### src/design/pdlc_ram.sv
`timescale 1ns / 1ps
// ----------------------------------------------------------------------------
// pdlc_ram: generic single-write, single-read RAM
// One write port and one read port with registered read data.
// ----------------------------------------------------------------------------
module pdlc_ram #(
  parameter int WIDTH = 32,
  parameter int DEPTH = 16,
  localparam int AW = (DEPTH > 1) ? $clog2(DEPTH) : 1
) (
  input  logic             clk,
  input  logic             we,
  input  logic [AW-1:0]    waddr,
  input  logic [WIDTH-1:0] wdata,
  input  logic             re,
  input  logic [AW-1:0]    raddr,
  output logic [WIDTH-1:0] rdata
);

  logic [WIDTH-1:0] mem [DEPTH];

  // Write, and register the read data
  always_ff @(posedge clk) begin
    if (we) begin
      mem[waddr] <= wdata;
    end
    if (re) begin
      rdata <= mem[raddr];
    end
  end

endmodule

### config.mk
export PLATFORM = sky130hd
export DESIGN_NAME = pdlc_ram
export DESIGN_NICKNAME = d
export VERILOG_FILES = /design/src/design/pdlc_ram.sv
export SDC_FILE = /design/constraint.sdc
export NUM_CORES = 1
export LEC_CHECK = 0
export BUFFER_PORTS_ARGS = -buffer_cell sky130_fd_sc_hd__buf_2
export CAP_MARGIN = 20
export CELL_PAD_IN_SITES_DETAIL_PLACEMENT = 0
export CELL_PAD_IN_SITES_GLOBAL_PLACEMENT = 1
export CORE_MARGIN = 2
export CORE_UTILIZATION = 30
export DETAILED_ROUTE_END_ITERATION = 7
export PLACE_DENSITY = 0.46
export REMOVE_ABC_BUFFERS = 1
export SYNTH_ARGS = -nofsm -noshare
export SYNTH_HDL_FRONTEND = slang
export SYNTH_SLANG_ARGS = --single-unit
export TNS_END_PERCENT = 5
### constraint.sdc
create_clock -name clk -period 8.63 [get_ports clk]
set_input_delay 1.2945 -clock clk [delete_from_list [all_inputs] [get_ports clk]]
set_output_delay 1.2945 -clock clk [all_outputs]
set_load 0.02 [all_outputs]
* Word-level counts from Yosys, hierarchy flattened
Memory sizes are Yosys's and may differ from the RTL's. A register that Yosys moved wholly into a read port is not among the register bits.
Cells that the tools add are included.
** Word-level totals
- Bits of input ports :: 43
- Memories :: 1
- Register bits after elaboration :: 0
- Memory bits (writable) :: 512
** Cells by class
- Multiplexer cells :: 2
** Memory list
- mem :: words 16, width 32, rd ports 1, clocked after memory_dff 1, wr ports 1, RTL line 20 : logic [WIDTH-1:0] mem [DEPTH];
** Operators with widths (count)
- 1-bit two-way mux :: 2

* Logic depth before layout (Yosys ltp)
Gate-level depths: netlist of run 1.
- Depth in word-level cells :: 2
- Mapped depth :: 5
- Mapped depth without buffers :: 3

* Worst setup path before layout of run 1
No wires, ideal clock.
- Path kind :: input -> register
- From :: in waddr[2]
- To :: mem mem[0][0] (enable)
- Setup slack :: 4156 ps
- Cell stages on the path :: 2
- Arrival time :: 4013 ps
- Path through :: or3b_2 nor3_1
** RTL lines
- from (decl) :: RTL line 13 : input logic [AW-1:0] waddr,
- to (decl) :: RTL line 20
No word-level cell before the write port.

==> results of run 1 <==
final timing paths:
kind	start	end	slack, ns	cells past startpoint
setup / recovery	raddr[0]	rdata[20]	5.31	5
hold / removal	mem[14][23]	rdata[23]	0.74	3
setup reg to reg	mem[9][18]	rdata[18]	7.13	3
hold reg to reg	mem[14][23]	rdata[23]	0.74	3
area by class of cell:
type                            count  area (µm²)  area share
Antenna cell                        1        2.50    0.000107
Clock inverter                     27         198     0.00842
Timing Repair Buffer              102         596      0.0254
Multi-Input combinational cell    251        3750       0.160
Clock buffer                       76        1500      0.0638
Sequential cell                   544       16300       0.696
Tap cell                          873        1090      0.0465
stage by stage:
step | power, mW | cell area, µm² | instances | hold slack [ns]
after detailed placement | 3.33 | 21800 | 1770 | 0.735
after global routing | 5.76 | 23500 | 1873 | 0.768
after floorplan | 3.18 | 20000 | 795 | 0.710
after global placement | 3.33 | 21800 | 1770 | 0.733
after CTS | 5.64 | 23500 | 1873 | 0.745
final | 5.55 | 23500 | 1874 | 0.738
metal layers:
metal	part of all wire	track usage	vias to the layer above
met3	0.038	0.0244	63
met1	0.47	0.205	4981
met5	0.00024	0	-
met4	0.016	0.0385	2
li1	-	-	3844
met2	0.48	0.232	175
worst max-delay path: stages:
cell,delay (ns)
sky130_fd_sc_hd__clkbuf_8,0.53
sky130_fd_sc_hd__buf_4,0.77
sky130_fd_sc_hd__mux4_2,0.60
sky130_fd_sc_hd__a22oi_1,0.25
sky130_fd_sc_hd__nand2_1,0.08
cell families after synthesis:
| logic type | Yosys count | synth area share |
|---|---|---|
| DFF | 544 | 0.810 |
| buffers and inverters | 43 | 0.0110 |
| muxes | 128 | 0.143 |
| AOI/OAI and AO/OA | 64 | 0.0238 |
| and+or+nand+nor | 59 | 0.0125 |
flip-flops by register name, indices dropped and copies added, names as in the netlist:
signal  count
mem       512
rdata      32
where the power goes:
part / leakage [nW] / internal (mW) / total [mW] / switching, mW
combinational: 1.58 / 0.102 / 0.273 / 0.172
clock: 0.831 / 1.30 / 2.29 / 0.990
sequential: 4.94 / 2.98 / 2.99 / 0.0166
placed cells by master (no fill, tap or decap), drive strengths merged:
cell type	netlist	final
a22oi	64	64
and2	1	1
buf	26	101
bufinv	0	3
clkbuf	17	77
clkinv	0	24
diode	0	1
edfxtp	544	544
mux4	128	128
nand2	33	33
nand2b	2	2
nand3	1	1
nand3b	2	2
nor2	13	13
nor2b	2	2
nor3	4	4
or3b	1	1
==> run summary, run 1 <==
* **number of top-level pins** 75
* **total global routing track utilization** 0.145
* **aggregate routed wire length** 49600 µm
* **Synth area leader** sky130_fd_sc_hd__edfxtp_1
* **number of placement rows** 95
* **endpoints failing setup** 0
* **EDFF count, synth** 544
* **Pleak** 7.35 nW
* **vias in the first global route** 9779
* **clock insertion delay at the later pin of the skew report** 0.60 ns
* **leading cell type by number of instances after synthesis** sky130_fd_sc_hd__edfxtp_1
* **top cells by count, synth** sky130_fd_sc_hd__edfxtp_1, sky130_fd_sc_hd__mux4_2, sky130_fd_sc_hd__a22oi_1
* **maximum number of pins on one net before global-route repair** 79
* **unique cell type count in the Yosys netlist** 17
* **number of antenna violations at the first check in global routing** 3
* **overflow left after global routing** 0
* **dpl ws** 4.59 ns
* **post-layout min period** 3.32 ns
* **vias** 9065
* **drt pass-1 iters** 5
* **sequential element share of the synthesized area** 0.810
* **Hold Violations, Final** 0
* **setup slack after layout** 5.31 ns
* **Clock Skew** 0.00774 ns
* **first-pass GRT wire length** 71800 µm
* **area growth from synthesis to layout** 16.3%
* **share of post-route cells with drive strength above 1** 0.322
* **placer's final routability congestion estimate** 0.676
* **total CTS buffers** 57
* **Peak Freq** 0.301 GHz
* **DRC Markers** 0
* **Synth Register Bits** 544
* **RSZ-0062 raised after global routing** false
* **Max FO, Critical Path** 54
* **post-synthesis async set-or-reset flop share** 0
* **Reg clk slew, reported paths** 0.06 ns
* **dominant cells by area after synthesis** sky130_fd_sc_hd__edfxtp_1, sky130_fd_sc_hd__mux4_2, sky130_fd_sc_hd__a22oi_1
* **Worst Setup End Kind** flop
* **count of hold-fix buffers inserted at cts** 0
* **Yosys warning count** 0
* **starting DRC count in detailed routing** 597
* **Chip Width** 263 µm
* **clk buf depth** 3
* **core occupancy in the finished layout** 0.351
* **Final Cycle Share** 0.384
* **max-cap violation count** 0
* **data arrival time of the critical path** 3.67 ns
* **Post-Syn Area** 0.0202 mm²
* **VDD IR-drop max** 0.000151 V
* **Die Height** 263 µm
* **WL per Instance** 26.5 µm
* **clock sink count** 544
* **area of the die** 0.0693 mm²
* **CTS tree** yes
* **CTS root buffer** sky130_fd_sc_hd__clkbuf_16
* **status** finished clean
* **number of fill cells in the layout** 6150
* **ANT nets after route** 0
* **data required time at the worst endpoint** 8.98 ns
* **crit path kind** input port to flop
* **Max-Slew Margin vs Limit** 0.364
* **mean post-synth cell area** 24.1 µm²
* **fraction of post-synthesis cell area in the top cell type by area** 0.810
* **total number of H-tree levels** 2
* **Setup Fix Bufs, Post-CTS** 0
* **Max Slew Vio Count** 0
* **CP startpoint kind** input port
* **input/output buffers** 74
* **CTS resizes** 0
* **layout net count** 999
* **P per Cell Area** 237 mW/mm²
* **hpwl dp** 25800 µm
* **Initial Util** 0.301
* **worst min-delay path category** flop to flop
* **transition time of the tightest slew-check pin** 0.954 ns
* **setup_tns** 0 ns
* **main flop type after synthesis** sky130_fd_sc_hd__edfxtp_1
* **Gate Count Post-Synth** 838
* **Core ar.** 0.0669 mm²
* **vias per cell** 4.84
Note: power is estimated with default switching activity, not from simulation.
==> inputs of run 2 (changes only) <==
==> constraint.sdc (replaced) <==
create_clock -name clk -period 3.1 [get_ports clk]
set_input_delay 0.465 -clock clk [delete_from_list [all_inputs] [get_ports clk]]
set_output_delay 0.465 -clock clk [all_outputs]
set_load 0.02 [all_outputs]
==> run summary, run 2 (same netlist as run 1, synthesis figures left out) <==
* **status** finished clean
* **Initial Util** 0.301, unchanged
* **starting DRC count in detailed routing** 618, +3.5%
* **Clock Skew** 0.0137 ns, +0.00599 ns
* **vias in the first global route** 9816, +0.38%
* **worst min-delay path category** input port to flop
* **most common library cell in the layout ignoring fill and taps** sky130_fd_sc_hd__edfxtp_1
* **register with the most flip-flops** mem
* **CTS resizes** 0, unchanged
* **aggregate routed wire length** 50000 µm, +0.86%
* **Die Height** 263 µm, unchanged
* **post-layout min period** 1.76 ns
* **endpoint of the lowest-slack register-to-register path** rdata[24]
* **clock insertion delay at the later pin of the skew report** 0.61 ns, about the same
* **non-filler instance count after layout** 1896, +1.2%
* **share of post-route cells with drive strength above 1** 0.335, +0.0126
* **first-pass GRT wire length** 72100 µm, +0.53%
* **R2R cell count** 3, unchanged
* **placer's final routability congestion estimate** 0.679, +0.47%
* **VDD IR-drop max** 0.000464 V, +210%
* **Pleak** 7.53 nW, +2.3%
* **RSZ-0062 raised after global routing** false
* **clk buf depth** 3, unchanged
* **area growth from synthesis to layout** 18.2%
* **vias** 9152, +0.96%
* **Reg clk slew, reported paths** 0.06 ns, about the same
* **Hold Violations, Final** 0, unchanged
* **internal power consumption** 12.2 mW, +180%
* **hold path depth** 1, -2
* **P_sw** 3.24 mW, +180%
* **hpwl dp** 27900 µm, +7.9%
* **CTS root buffer** sky130_fd_sc_hd__clkbuf_16
* **register-to-register setup slack** 1.62 ns, -5.51 ns
* **Chip Width** 263 µm, unchanged
* **hold path startpoint** wdata[9]
* **Max Slew Vio Count** 0, unchanged
* **input/output buffers** 74, unchanged
* **data required time at the worst endpoint** 3.44 ns, -5.54 ns
* **total CTS buffers** 57, unchanged
* **overflow left after global routing** 0, unchanged
* **flip-flop count of the largest register, all copies and words added** 512, unchanged
* **area of the multi-input gates** 0.00375 mm², unchanged
* **crit path kind** input port to flop
* **area of the die** 0.0693 mm², unchanged
* **registers with the highest flip-flop counts** mem: 512 flops, rdata: 32 flops
* **P per Cell Area** 649 mW/mm², +170%
* **worst hold slack** 0.236 ns, -0.502 ns
* **ANT nets after route** 0, unchanged
* **total global routing track utilization** 0.146, +0.000845
* **Peak Freq** 0.570 GHz
* **clock sink count** 544, unchanged
* **endpoints failing setup** 0, unchanged
* **max-cap violation count** 0, unchanged
* **Core ar.** 0.0669 mm², unchanged
* **WL per Instance** 26.4 µm, -0.31%
* **clock group share of total power** 0.410, -0.002
* **count of hold-fix buffers inserted at cts** 0, unchanged
* **net switching fraction of the power** 0.210, -0.00255
* **Final Cycle Share** 0.566
* **sequential share of power** 0.539, about the same
* **Max FO, Critical Path** 20, -63%
* **CTS tree** yes
* **total number of H-tree levels** 2, unchanged
* **number of fill cells in the layout** 6159, +0.15%
* **combinational group share of total power** 0.052, +0.003
* **transition time of the tightest slew-check pin** 0.727 ns, -0.228 ns
* **DRC Markers** 0, unchanged
* **commonest cells after routing, fill and taps aside** sky130_fd_sc_hd__edfxtp_1, sky130_fd_sc_hd__mux4_2, sky130_fd_sc_hd__buf_2
* **worst min-delay path endpoint** mem[14][9]
* **number of antenna violations at the first check in global routing** 4, +1
* **number of placement rows** 95, unchanged
* **area taken by flip-flops and latches** 0.0163 mm², unchanged
* **CP startpoint kind** input port
* **data arrival time of the critical path** 2.10 ns, -1.57 ns
* **vias per cell** 4.83, -0.21%
* **placed cells** 1793, +1.3%
* **Max-Slew Margin vs Limit** 0.516, +0.152
* **maximum number of pins on one net before global-route repair** 47, -41%
* **layout net count** 1022, +2.3%
* **drt pass-1 iters** 4, -1
* **Worst Setup End Kind** flop
* **startpoint of the worst register-to-register path** mem[11][24]
* **core occupancy in the finished layout** 0.356, +0.00561
* **number of top-level pins** 75, unchanged
* **Setup Fix Bufs, Post-CTS** 0, unchanged
run 2: cell types whose count changed in the layout (fill, tap and decap cells not counted):
cell and change:
sky130_fd_sc_hd__buf_12 +15, sky130_fd_sc_hd__buf_4 +8, sky130_fd_sc_hd__clkinv_2 -6, sky130_fd_sc_hd__clkbuf_16 +2, sky130_fd_sc_hd__bufinv_16 -1, sky130_fd_sc_hd__clkbuf_1 +1
sky130_fd_sc_hd__clkinv_1 +1, sky130_fd_sc_hd__clkinv_4 +1, sky130_fd_sc_hd__inv_6 +1
run 2: stage by stage:
stage          TNS [ns]  setup WS, ns  power (mW)  cell area, µm²
2_1_floorplan    -38.38        -0.545        8.84           20000
5_1_grt               0          1.23        16.0           23800
6_report              0          1.34        15.5           23800
4_1_cts               0          1.31        15.7           23800
3_5_place_dp          0         0.657        9.32           22100
3_3_place_gp          0         0.655        9.31           22100
run 2: area by class of cell:
class	instances	area share
clock buffers	79	0.0651
clock inverters	23	0.00666
flip-flops and latches	544	0.685
repair buffers	125	0.0401
well taps	873	0.0458
diodes	1	0.000105
multi-input cells	251	0.157
run 2: worst max-delay path, cell delays in order:
cell and delay, ns:
sky130_fd_sc_hd__clkbuf_8 0.23, sky130_fd_sc_hd__buf_4 0.42, sky130_fd_sc_hd__mux4_2 0.57, sky130_fd_sc_hd__a22oi_1 0.29
sky130_fd_sc_hd__nand2_1 0.09
run 2: power groups by stage:
| stage | Clock, mW | Combinational [mW] | Sequential, mW |
|---|---|---|---|
| 2_1_floorplan | 0 | 0.317 | 8.52 |
| 3_3_place_gp | 0 | 0.822 | 8.49 |
| 3_5_place_dp | 0 | 0.827 | 8.49 |
| 4_1_cts | 6.54 | 0.827 | 8.34 |
| 5_1_grt | 6.83 | 0.871 | 8.34 |
| 6_report | 6.34 | 0.799 | 8.33 |
run 2: worst max-delay path by stage:
stage                         from  slack, ns         to  cells after the start
after CTS                 raddr[0]       1.31  rdata[24]                      5
after global routing      raddr[0]       1.23  rdata[24]                      5
final                     raddr[0]       1.34  rdata[24]                      5
after global placement    raddr[0]       0.65  rdata[24]                      5
after detailed placement  raddr[0]       0.66  rdata[24]                      5
after floorplan           waddr[2]      -0.54  mem[0][0]                      2
run 2: per-layer routing:
layer / up-vias / GRT usage / routed length (µm)
li1: 3898 / - / -
met1: 4985 / 0.204 / 22900
met2: 196 / 0.234 / 24000
met3: 67 / 0.0305 / 2290
met4: 6 / 0.0324 / 777
met5: - / 0 / 37
